File: config.mk
export PLATFORM = sky130hd
export DESIGN_NAME = positional_list_engine_top
export DESIGN_NICKNAME = d
export VERILOG_FILES = /design/src/ple_pkg.sv /design/src/ple_ram.sv /design/src/positional_list_engine_top.sv
export VERILOG_INCLUDE_DIRS = /design/src /design/src/src
export SDC_FILE = /design/constraint.sdc
export NUM_CORES = 1
export LEC_CHECK = 0
export ABC_CLOCK_PERIOD_IN_PS = 5540
export BUFFER_PORTS_ARGS = -buffer_cell sky130_fd_sc_hd__buf_2
export CORE_AREA = 2 2 312 314
export DETAILED_ROUTE_END_ITERATION = 8
export DIE_AREA = 0 0 314 316
export PLACE_DENSITY = 0.68
export SKIP_CTS_REPAIR_TIMING = 1
export SYNTH_ARGS = -nofsm -noshare
export SYNTH_HDL_FRONTEND = slang
export SYNTH_SLANG_ARGS = --single-unit
File: constraint.sdc
create_clock -name i_clk -period 5.54 [get_ports i_clk]
set_input_delay 0.831 -clock i_clk [delete_from_list [all_inputs] [get_ports i_clk]]
set_output_delay 0.831 -clock i_clk [all_outputs]
set_load 0.05 [all_outputs]
File: src/positional_list_engine_top_assert.svh
// Assertion macros shared by the list engine RTL.
`ifndef POSITIONAL_LIST_ENGINE_TOP_ASSERT_SVH
`define POSITIONAL_LIST_ENGINE_TOP_ASSERT_SVH
`ifndef NO_ASSERTIONS
// Condition holds in the same cycle as the trigger.
`define PLE_ASSERT_SAME(label, clk, rst_n, trig, cond) \
    label: assert property (@(posedge clk) disable iff (!(rst_n)) (trig) |-> (cond)) \
        else $error("assertion failed: same-cycle check");
// Condition holds in the cycle after the trigger.
`define PLE_ASSERT_NEXT(label, clk, rst_n, trig, cond) \
    label: assert property (@(posedge clk) disable iff (!(rst_n)) (trig) |=> (cond)) \
        else $error("assertion failed: next-cycle check");
`else
`define PLE_ASSERT_SAME(label, clk, rst_n, trig, cond)
`define PLE_ASSERT_NEXT(label, clk, rst_n, trig, cond)
`endif
`endif

File: src/ple_pkg.sv
// Types and constants of the positional list engine.
package ple_pkg;

    localparam int DATA_W = 32;
    localparam int POS_W  = 6;
    localparam int CNT_W  = 6;

    typedef enum logic [1:0] {
        CMD_INSERT = 2'd0,
        CMD_DELETE = 2'd1,
        CMD_GET    = 2'd2,
        CMD_LOCATE = 2'd3
    } t_cmd;

endpackage

File: src/ple_ram.sv
// List storage: one write port, one read port with registered read data.
module ple_ram #(
    parameter int DEPTH = 32,
    parameter int AW    = 5
) (
    input  logic                       i_clk,
    input  logic                       i_we,
    input  logic [AW-1:0]              i_waddr,
    input  logic [ple_pkg::DATA_W-1:0] i_wdata,
    input  logic [AW-1:0]              i_raddr,
    output logic [ple_pkg::DATA_W-1:0] o_rdata
);

    logic [ple_pkg::DATA_W-1:0] r_mem [DEPTH];

    always_ff @(posedge i_clk) begin
        if (i_we) begin
            r_mem[i_waddr] <= i_wdata;
        end
        o_rdata <= r_mem[i_raddr];
    end

endmodule

File: src/positional_list_engine_top.sv
// Top level of the positional list engine: request sequencer over the list memory.
//
// A packed list of up to CAPACITY signed 32-bit entries, addressed by 1-based
// position. A request (i_cmd, i_position, i_value) is taken on a clock edge
// with start high and busy low; unless rejected, busy stays high until it is
// done. Every request gives exactly one result beat, shown for one cycle with
// o_valid high; the receiver cannot stall it, so it must sample on that edge.
// The list lives in a single-port-read, single-port-write memory and every
// step walks it one entry per cycle through that read port: the shift of an
// insert or delete moves one entry a cycle, and locate compares one entry a
// cycle. An insert shifts the entries from its position up and then writes
// the value; an append at position length + 1 skips the shift. A delete
// shifts the later entries down, a get reads one entry, and a locate stops
// on an early match. Any rejected request (bad position, full or empty list)
// is answered at once, with the list untouched.
// o_count is the length after the request, o_found_at is zero except for a
// locate hit, o_element is zero except for a good get or delete.
`include "positional_list_engine_top_assert.svh"

module positional_list_engine_top #(
    parameter int CAPACITY = 32
) (
    input  logic                              i_clk,
    input  logic                              i_rst_n,
    input  logic                              start,
    output logic                              busy,
    input  logic [1:0]                        i_cmd,
    input  logic [ple_pkg::POS_W-1:0]         i_position,
    input  logic signed [ple_pkg::DATA_W-1:0] i_value,
    output logic                              o_valid,
    output logic                              o_status,
    output logic signed [ple_pkg::DATA_W-1:0] o_element,
    output logic [ple_pkg::CNT_W-1:0]         o_found_at,
    output logic [ple_pkg::CNT_W-1:0]         o_count
);

    localparam int AW = (CAPACITY > 1) ? $clog2(CAPACITY) : 1;
    localparam int LW = $clog2(CAPACITY + 1);
    // compare width wide enough for both a position and a length, plus one
    localparam int CW = ((LW > ple_pkg::POS_W) ? LW : ple_pkg::POS_W) + 1;
    localparam int DW = ple_pkg::DATA_W;
    localparam int NW = ple_pkg::CNT_W;

    typedef enum logic [1:0] {
        S_IDLE,
        S_WALK,
        S_PUT
    } t_state;

    t_state                 r_state, n_state;
    ple_pkg::t_cmd          r_cmd, n_cmd;
    logic [DW-1:0]          r_val, n_val;
    logic [AW-1:0]          r_pa, n_pa;        // position - 1
    logic [AW-1:0]          r_ptr, n_ptr;      // next read address
    logic [AW-1:0]          r_end, n_end;      // last read address
    logic                   r_more, n_more;    // reads still to issue
    logic                   r_pv, n_pv;        // read data due this cycle
    logic [AW-1:0]          r_paddr, n_paddr;  // address of that read
    logic [LW-1:0]          r_len, n_len;
    logic [DW-1:0]          r_elem, n_elem;
    logic [NW-1:0]          r_found, n_found;
    logic                   n_o_valid;
    logic                   n_o_status;
    logic [DW-1:0]          n_o_element;
    logic [NW-1:0]          n_o_found_at;
    logic [NW-1:0]          n_o_count;

    logic                   w_we;
    logic [AW-1:0]          w_waddr;
    logic [DW-1:0]          w_wdata;
    logic [AW-1:0]          w_raddr;
    logic [DW-1:0]          w_rdata;

    logic [CW-1:0]          w_pos;
    logic [CW-1:0]          w_lenx;
    logic [CW-1:0]          w_pm1;
    logic                   w_pos_bad_ins;
    logic                   w_pos_bad_rd;
    logic                   w_full;
    logic                   w_fail;
    logic                   w_hit;

    ple_ram #(
        .DEPTH (CAPACITY),
        .AW    (AW)
    ) u_ram (
        .i_clk   (i_clk),
        .i_we    (w_we),
        .i_waddr (w_waddr),
        .i_wdata (w_wdata),
        .i_raddr (w_raddr),
        .o_rdata (w_rdata)
    );

    assign busy = (r_state != S_IDLE);

    // Request checks on the raw input fields.
    assign w_pos         = CW'(i_position);
    assign w_lenx        = CW'(r_len);
    assign w_pm1         = w_pos - 1'b1;
    assign w_full        = (r_len == LW'(CAPACITY));
    assign w_pos_bad_ins = (w_pos == '0) || (w_pos > (w_lenx + 1'b1));
    assign w_pos_bad_rd  = (w_pos == '0) || (w_pos > w_lenx);

    always_comb begin
        unique case (ple_pkg::t_cmd'(i_cmd))
            ple_pkg::CMD_INSERT: w_fail = w_full || w_pos_bad_ins;
            ple_pkg::CMD_DELETE: w_fail = w_pos_bad_rd;
            ple_pkg::CMD_GET:    w_fail = w_pos_bad_rd;
            ple_pkg::CMD_LOCATE: w_fail = 1'b0;
            default:             w_fail = 1'b1;
        endcase
    end

    // Locate hit on the entry read last cycle.
    assign w_hit = r_pv && (r_cmd == ple_pkg::CMD_LOCATE) && (w_rdata == r_val);

    always_comb begin
        n_state      = r_state;
        n_cmd        = r_cmd;
        n_val        = r_val;
        n_pa         = r_pa;
        n_ptr        = r_ptr;
        n_end        = r_end;
        n_more       = r_more;
        n_pv         = 1'b0;
        n_paddr      = r_paddr;
        n_len        = r_len;
        n_elem       = r_elem;
        n_found      = r_found;
        n_o_valid    = 1'b0;
        n_o_status   = o_status;
        n_o_element  = o_element;
        n_o_found_at = o_found_at;
        n_o_count    = o_count;
        w_we         = 1'b0;
        w_waddr      = r_paddr;
        w_wdata      = w_rdata;
        w_raddr      = r_ptr;

        unique case (r_state)
            S_IDLE: begin
                if (start) begin
                    n_cmd   = ple_pkg::t_cmd'(i_cmd);
                    n_val   = i_value;
                    n_pa    = AW'(w_pm1);
                    n_elem  = '0;
                    n_found = '0;
                    if (w_fail) begin
                        // Reject: answer at once, list untouched.
                        n_o_valid    = 1'b1;
                        n_o_status   = 1'b1;
                        n_o_element  = '0;
                        n_o_found_at = '0;
                        n_o_count    = NW'(r_len);
                    end else begin
                        n_state = S_WALK;
                        unique case (ple_pkg::t_cmd'(i_cmd))
                            ple_pkg::CMD_INSERT: begin
                                // walk down from the last entry to position - 1
                                n_ptr  = AW'(w_lenx - 1'b1);
                                n_end  = AW'(w_pm1);
                                n_more = (w_pos <= w_lenx);
                            end
                            ple_pkg::CMD_DELETE: begin
                                n_ptr  = AW'(w_pm1);
                                n_end  = AW'(w_lenx - 1'b1);
                                n_more = 1'b1;
                            end
                            ple_pkg::CMD_GET: begin
                                n_ptr  = AW'(w_pm1);
                                n_end  = AW'(w_pm1);
                                n_more = 1'b1;
                            end
                            default: begin
                                n_ptr  = '0;
                                n_end  = AW'(w_lenx - 1'b1);
                                n_more = (r_len != '0);
                            end
                        endcase
                    end
                end
            end

            S_WALK: begin
                // Consume the entry read last cycle.
                if (r_pv) begin
                    unique case (r_cmd)
                        ple_pkg::CMD_INSERT: begin
                            w_we    = 1'b1;
                            w_waddr = r_paddr + 1'b1;
                        end
                        ple_pkg::CMD_DELETE: begin
                            if (r_paddr == r_pa) begin
                                n_elem = w_rdata;
                            end else begin
                                w_we    = 1'b1;
                                w_waddr = r_paddr - 1'b1;
                            end
                        end
                        ple_pkg::CMD_GET: begin
                            n_elem = w_rdata;
                        end
                        default: begin
                            if (w_hit) begin
                                n_found = NW'({1'b0, r_paddr} + 1'b1);
                                n_more  = 1'b0;
                            end
                        end
                    endcase
                end
                // Issue the next read unless a match ended the search.
                if (r_more && !w_hit) begin
                    n_pv    = 1'b1;
                    n_paddr = r_ptr;
                    if (r_ptr == r_end) begin
                        n_more = 1'b0;
                    end else if (r_cmd == ple_pkg::CMD_INSERT) begin
                        n_ptr = r_ptr - 1'b1;
                    end else begin
                        n_ptr = r_ptr + 1'b1;
                    end
                end
                // Pipeline drained: finish.
                if (!r_pv && !r_more) begin
                    if (r_cmd == ple_pkg::CMD_INSERT) begin
                        n_state = S_PUT;
                    end else begin
                        if (r_cmd == ple_pkg::CMD_DELETE) begin
                            n_len = r_len - 1'b1;
                        end
                        n_state      = S_IDLE;
                        n_o_valid    = 1'b1;
                        n_o_status   = 1'b0;
                        n_o_element  = r_elem;
                        n_o_found_at = r_found;
                        n_o_count    = NW'(n_len);
                    end
                end
            end

            S_PUT: begin
                w_we         = 1'b1;
                w_waddr      = r_pa;
                w_wdata      = r_val;
                n_len        = r_len + 1'b1;
                n_state      = S_IDLE;
                n_o_valid    = 1'b1;
                n_o_status   = 1'b0;
                n_o_element  = '0;
                n_o_found_at = '0;
                n_o_count    = NW'(n_len);
            end

            default: begin
                n_state = S_IDLE;
            end
        endcase
    end

    always_ff @(posedge i_clk) begin
        r_cmd      <= n_cmd;
        r_val      <= n_val;
        r_pa       <= n_pa;
        r_ptr      <= n_ptr;
        r_end      <= n_end;
        r_paddr    <= n_paddr;
        r_elem     <= n_elem;
        r_found    <= n_found;
        o_status   <= n_o_status;
        o_element  <= n_o_element;
        o_found_at <= n_o_found_at;
        o_count    <= n_o_count;
        if (!i_rst_n) begin
            r_state <= S_IDLE;
            r_more  <= 1'b0;
            r_pv    <= 1'b0;
            r_len   <= '0;
            o_valid <= 1'b0;
        end else begin
            r_state <= n_state;
            r_more  <= n_more;
            r_pv    <= n_pv;
            r_len   <= n_len;
            o_valid <= n_o_valid;
        end
    end

    // An accepted request either starts a walk or answers on the next edge.
    `PLE_ASSERT_NEXT(a_accept_acts, i_clk, i_rst_n, start && !busy, busy || o_valid)
    // The length never runs past the capacity.
    `PLE_ASSERT_SAME(a_len_bound, i_clk, i_rst_n, 1'b1, r_len <= LW'(CAPACITY))
    // A failed beat carries no element and no match.
    `PLE_ASSERT_SAME(a_fail_clean, i_clk, i_rst_n, o_valid && o_status, o_element == '0 && o_found_at == '0)
    // Read data is only pending while walking.
    `PLE_ASSERT_SAME(a_pv_walk, i_clk, i_rst_n, r_pv, r_state == S_WALK)

endmodule
==> results of run 1 <==
area by class of cell:
class                           instances  area (µm²)
Timing Repair Buffer                  152        1010
Multi-Input combinational cell        827       11300
Clock inverter                         62         611
Fill cell                            7031       42400
Tap cell                             1276        1600
Antenna cell                            6        15.0
Inverter                               35         131
Sequential cell                      1204       35700
Clock buffer                          155        3150
layout by cell type, fill, tap and decap left out, types with 18 or more instances in the layout:
| cell | n |
|---|---|
| edfxtp_1 | 1161 |
| mux4_2 | 320 |
| clkbuf_16 | 117 |
| buf_2 | 89 |
| and2_1 | 77 |
| mux2_2 | 66 |
| buf_4 | 56 |
| dfxtp_1 | 43 |
| xor2_1 | 39 |
| inv_1 | 30 |
| clkbuf_1 | 30 |
| clkinv_2 | 28 |
| a21oi_1 | 25 |
| nor4_2 | 25 |
| ha_1 | 25 |
| nand3_1 | 23 |
| xnor2_1 | 21 |
| nor2_1 | 20 |
| nand2_1 | 19 |
| o21ai_0 | 18 |
power groups by stage:
stage	combinational, mW	sequential, mW	clock, mW
2_1_floorplan	1.67	11.4	0
3_3_place_gp	3.06	11.3	0
3_5_place_dp	3.15	11.3	0
4_1_cts	3.16	11.1	7.90
5_1_grt	3.29	11.1	8.23
6_report	3.14	11.1	7.79
logic make-up after synthesis:
logic type                 synth area share, %
xor gates and xnor gates                  1.18
AOI/OAI and AO/OA                         1.61
adders and majority gates                0.754
and+or+nand+nor                           2.96
buffers and inverters                     1.34
muxes                                     16.8
DFF                                       75.3
state kept, by name, summed over array words and instances, names as in the netlist, 6 cells and up:
signal,flops
u_ram.r_mem,1024
o_element,32
r_elem,32
r_val,32
u_ram.o_rdata,32
o_count,6
o_found_at,6
r_found,6
r_len,6
worst max-delay path: stages (launching register included):
cell	delay [ps]
dfxtp_1	460
inv_1	140
ha_1	710
o311ai_0	410
o41a_1	690
buf_4	330
nor4_4	560
buf_4	470
routing by layer:
layer	vias to the layer above	routed length [µm]	track usage, %
met1	12500	48200	34.6
met4	4	4140	8.12
met5	-	27	0
li1	9433	-	-
met3	178	9280	3.65
met2	1133	55200	36.7
final timing paths:
path | endpoint | cells past startpoint | slack, ps | start
max reg2reg | u_ram.r_mem[17][20]$_DFFE_PP_ | 7 | 1380 | r_state[1]$_SDFFE_PN0P_
min reg2reg | o_element[6]$_SDFFCE_PN0P_ | 1 | 520 | r_elem[6]$_SDFFCE_PN0P_
max | u_ram.r_mem[17][20]$_DFFE_PP_ | 7 | 1380 | r_state[1]$_SDFFE_PN0P_
min | r_val[9]$_DFFE_PP_ | 1 | 310 | i_value[9]
cells in the mapped netlist, types with 19 or more instances:
master	n
a21oi_1	27
and2_1	77
buf_1	23
buf_2	28
clkbuf_1	52
dfxtp_1	43
edfxtp_1	1161
ha_1	27
inv_1	31
mux2_2	66
mux4_2	320
nand2_1	19
nand3_1	23
nor2_1	22
nor4_1	34
xnor2_1	21
xor2_1	39
metrics by stage:
step           instance area [µm²]  cells
4_1_cts                      53600   3711
6_report                     53600   3717
3_5_place_dp                 49800   3494
3_3_place_gp                 49800   3494
5_1_grt                      53600   3714
2_1_floorplan                47400   2177
==> flow_summary.yaml, run 1 <==
drt:
  ant_nets: 0
  avgRoutedWirePerCell_um: 31.4
  drc: 0
  vias: 23200
  first_pass_iters: 5
  via_per_inst: 6.25
  first_iter_violations: 3122
  drt-total-wl_um: 117000
pwr:
  p_clk_share_pct: 35.3
  power_frac_seq_pct: 50.4
  p_per_area_nw_per_um2: 411
  leakagePower_nw: 17.0
  swShare_pct: 26.0
  pwr-share-comb_pct: 14.3
  p_int_mw: 16.3
  power.switching_mw: 5.73
  peakVddDrop_mv: 0.320
  total_power_mw: 22.0
worst_setup_path:
  crit_fanout: 25
  required_ps: 5870
  start_kind: "flip-flop"
  worstSetupPathType: "reg2reg"
  end_kind: "flip-flop"
  arrival_ps: 4490
yosys:
  synth_edf_count: 1161
  synth_cell_types: 69
  syn_nets: 2248
  ys_seq_area_share_pct: 75.3
  synthCells: 2177
  yosys_warnings: 0
  synth-seq-cells: 1204
  yosysTopAreaCell: "edfxtp_1"
  syn-cell-area_um2: 47400
  synth_top_area_share_pct: 73.5
  synth-main-ff-cell: "edfxtp_1"
  async_flop_share_pct: 0
  synth_area_leaders: "edfxtp_1 74%, mux4_2 15%, dfxtp_1 1.8%"
  avgSynthCellArea_um2: 21.8
floorplanning:
  die_area_um2: 99200
  io_pins: 90
  fp.dieW_um: 314
  die_h_um: 316
  coreArea_um2: 96000
  initial_core_util_pct: 49.4
  num_rows: 114
timing:
  setup_violations: 0
  worst_slew_pin_slew_ps: 1160
  holdWs_ps: 310
  drv_slew: 0
  fin_tns_setup_ps: 0
  rsz0062_at_grt: "false"
  period_minus_slack_ps: 4160
  fin_crit_sh_pct: 75.1
  layout_setup_ws_ps: 1380
  fin_skew_ps: 26.8
  finalHoldViolCount: 0
  fmax_mhz: 240
  relSlewSlack_pct: 22.2
clock_network:
  numCtsBuffers: 114
  clockBufferDepth: 3
  clock_sinks: 1204
  cts_tree: "built"
  clk_pin_slew_worst_paths_ps: 60
  clockRootBuffer: "clkbuf_16"
  clkLatencyLatePin_ps: 690
  cts_htree_levels: 3
placement:
  place.gp.congestion: 0.898
  portBuffers: 89
  place_hpwl_um: 74100
  place_ws_ps: 1440
global_route:
  gr-total-overflow: 0
  track_usage_pct: 23.6
  grt_pass1_wl_um: 166000
  grt_max_degree: 115
  first_global_vias: 22800
  antenna_found_initial: 11
status:
  status: "finished clean"
finish:
  synthToLayoutAreaGrowth_pct: 13.0
  final_util_pct: 55.8
  drive_above_1_share_pct: 31.4
  finalNetCount: 2405
flow_run:
  drv_cap: 0
min_path:
  hp-class: "in2reg"
Note: power is estimated with default switching activity, not from simulation.
==> run 2, diff against run 1 <==
- ABC_AREA: default -> 1
- ABC_CLOCK_PERIOD_IN_PS: 5540 -> 3450
- CORE_AREA: 2 2 312 314 -> 2 2 314 316
- DIE_AREA: 0 0 314 316 -> 0 0 316 318
- clock period: 5.54 -> 3.45 ns (I/O delays scaled with it)
==> run 2 against run 1 <==
- global-route usage grew 2.4 points
- die area grew 1.3%
- core utilization grew 0.86 points
- synthesized cell count grew 70%
- worst hold slack lost 300 ps
- clock skew grew 7.1 ps
==> flow_summary.yaml, run 2 <==
placement:
  place_hpwl_um: 77500
  place.gp.congestion: 0.893
  place_ws_ps: 386
  placed_area_um2: 51500
  portBuffers: 89
min_path:
  worstHoldPathCells: 1
  holdCritStartpoint: "i_value[11]"
  hp-class: "in2reg"
floorplanning:
  initial_core_util_pct: 49.5
  num_rows: 115
  die_area_um2: 100000
  io_pins: 90
  fp.dieW_um: 316
  coreArea_um2: 97400
  die_h_um: 318
drt:
  first_pass_iters: 7
  m1WireLength_um: 54000
  drt-total-wl_um: 132000
  dr_wl_met3_um: 13900
  drc: 0
  first_iter_violations: 4342
  avgRoutedWirePerCell_um: 25.2
  wl_met2_um: 61400
  via_per_inst: 6.08
  ant_nets: 0
  vias: 31800
  routed.top_layer: "met4"
pwr:
  p_clk_share_pct: 29.5
  power.switching_mw: 13.2
  p_per_area_nw_per_um2: 744
  p_int_mw: 27.9
  power_frac_seq_pct: 46.4
  pwr-share-comb_pct: 24.1
  swShare_pct: 32.1
  total_power_mw: 41.1
  leakagePower_nw: 18.7
  peakVddDrop_mv: 0.430
clock_network:
  numCtsBuffers: 114
  clkLatencyLatePin_ps: 710
  cts_tree: "built"
  clock_sinks: 1204
  cts_htree_levels: 3
  clockBufferDepth: 3
  clk_pin_slew_worst_paths_ps: 60
  clockRootBuffer: "clkbuf_16"
finish:
  regMostFlops: "u_ram.r_mem"
  synthToLayoutAreaGrowth_pct: 14.5
  diodes: 0
  mostFrequentLayoutCells: "1161 x edfxtp_1, 626 x nor2_1, 561 x o21ai_0, 264 x nand2_1, 188 x o221ai_1"
  num-fill-cells: 7566
  largest_register_ffs: 1024
  mostFrequentLayoutCell: "edfxtp_1"
  finalNetCount: 3923
  ff_latch_area_um2: 35700
  drive_above_1_share_pct: 13.4
  finalInstanceArea_um2: 55200
  multi_input_area_um2: 11200
timing:
  rsz0062_at_grt: "false"
  fin_skew_ps: 33.9
  worst_slew_pin_slew_ps: 1140
  setup_violations: 0
  finalHoldViolCount: 0
  holdWs_ps: 9.62
  layout_setup_ws_ps: 353
  fmax_mhz: 323
  fin_crit_sh_pct: 89.8
  fin_tns_setup_ps: 0
  relSlewSlack_pct: 23.9
  drv_slew: 0
  period_minus_slack_ps: 3100
yosys:
  yosysMostFrequentCell: "edfxtp_1"
  yosys_warnings: 0
  synth_edf_count: 1161
  synth_top_area_share_pct: 72.3
  synth_area_leaders: "edfxtp_1 72%, o21ai_0 5.9%, nor2_1 5.1%"
  async_flop_share_pct: 0
  syn_nets: 3763
  avgSynthCellArea_um2: 13.1
  yosysTopAreaCell: "edfxtp_1"
  syn-cell-area_um2: 48200
  synth-main-ff-cell: "edfxtp_1"
  synth_commonest_cells: "1161 x edfxtp_1, 658 x nor2_1, 568 x o21ai_0"
  synth_cell_types: 48
  synthCells: 3692
  ys_seq_area_share_pct: 74.1
  synth-seq-cells: 1204
global_route:
  grt_pass1_wl_um: 195000
  track_usage_pct: 26.0
  gr-total-overflow: 0
  grt_max_degree: 114
  antenna_found_initial: 6
  first_global_vias: 29900
worst_setup_path:
  r2r_start: "r_paddr[0]$_DFFE_PP_"
  crit_fanout: 24
  start_kind: "flip-flop"
  worstSetupPathType: "reg2reg"
  end_kind: "flip-flop"
  required_ps: 3810
  arrival_ps: 3460
  crit_start: "r_paddr[0]$_DFFE_PP_"
  r2r_cells: 13
flow_run:
  drv_cap: 0
status:
  status: "finished clean"
[run 2: cell count changes after synthesis, moves of 77 or more]
| cell | delta |
|---|---|
| o221ai_1 | +188 |
| nand2_1 | +245 |
| and2_1 | -77 |
| mux4_2 | -320 |
| clkbuf_1 | +120 |
| inv_1 | +105 |
| nor2_1 | +636 |
| o21ai_0 | +550 |
[run 2: final timing paths]
check / to / slack [ps]
worst max register to register: u_ram.r_mem[10][9]$_DFFE_PP_ / 350
worst max-delay path: u_ram.r_mem[10][9]$_DFFE_PP_ / 350
worst min-delay path: r_val[11]$_DFFE_PP_ / 10
worst min register to register: o_element[29]$_SDFFCE_PN0P_ / 500
[run 2: area by class of cell]
class	count	share of cell area, %
timing repair buffer	288	4.47
sequential	1204	64.7
clock inverter	59	0.827
tap	1287	2.92
inverter	146	1.02
clock buffer	150	5.69
multi-input combinational	2098	20.4
[run 2: per-stage QoR]
step	cells	utilization, %
2_1_floorplan	3692	-
3_3_place_gp	5011	52.9
3_5_place_dp	5011	52.9
4_1_cts	5220	56.6
5_1_grt	5232	56.7
6_report	5232	56.7
[run 2: critical path, cell delays in order (launching register included)]
cell	delay, ps
edfxtp_1	500
nand2_1	110
clkinv_1	70
nor2_1	190
nor2_4	80
nand4_1	150
nand2_1	100
o21ai_1	200
nand2_1	70
inv_1	120
nand3_2	430
buf_4	320
nor2_4	140
buf_12	250
[run 2: layer usage]
layer	track usage, %	vias to the layer above
met2	40.3	1865
met5	0	-
met4	6.32	0
li1	-	14000
met3	4.45	186
met1	38.4	15700
[run 2: power by group through the flow]
stage	clock network (mW)	logic, mW	registers (mW)
global route	12.8	10.7	19.1
CTS	12.2	9.73	19.0
finish	12.1	9.91	19.1
floorplan	0	5.17	19.6
detailed placement	0	9.68	19.3
global placement	0	9.57	19.3
[run 2: cells by family after synthesis]
logic type / count (synthesis) / share of synthesized area, %
AO/OA/AOI/OAI: 968 / 12.2
XOR/XNOR: 45 / 0.833
adder cells (fa/ha/maj): 28 / 0.742
buffers and inverters: 390 / 3.22
flip-flops: 1204 / 74.1
AND/OR/NAND/NOR: 1057 / 8.93
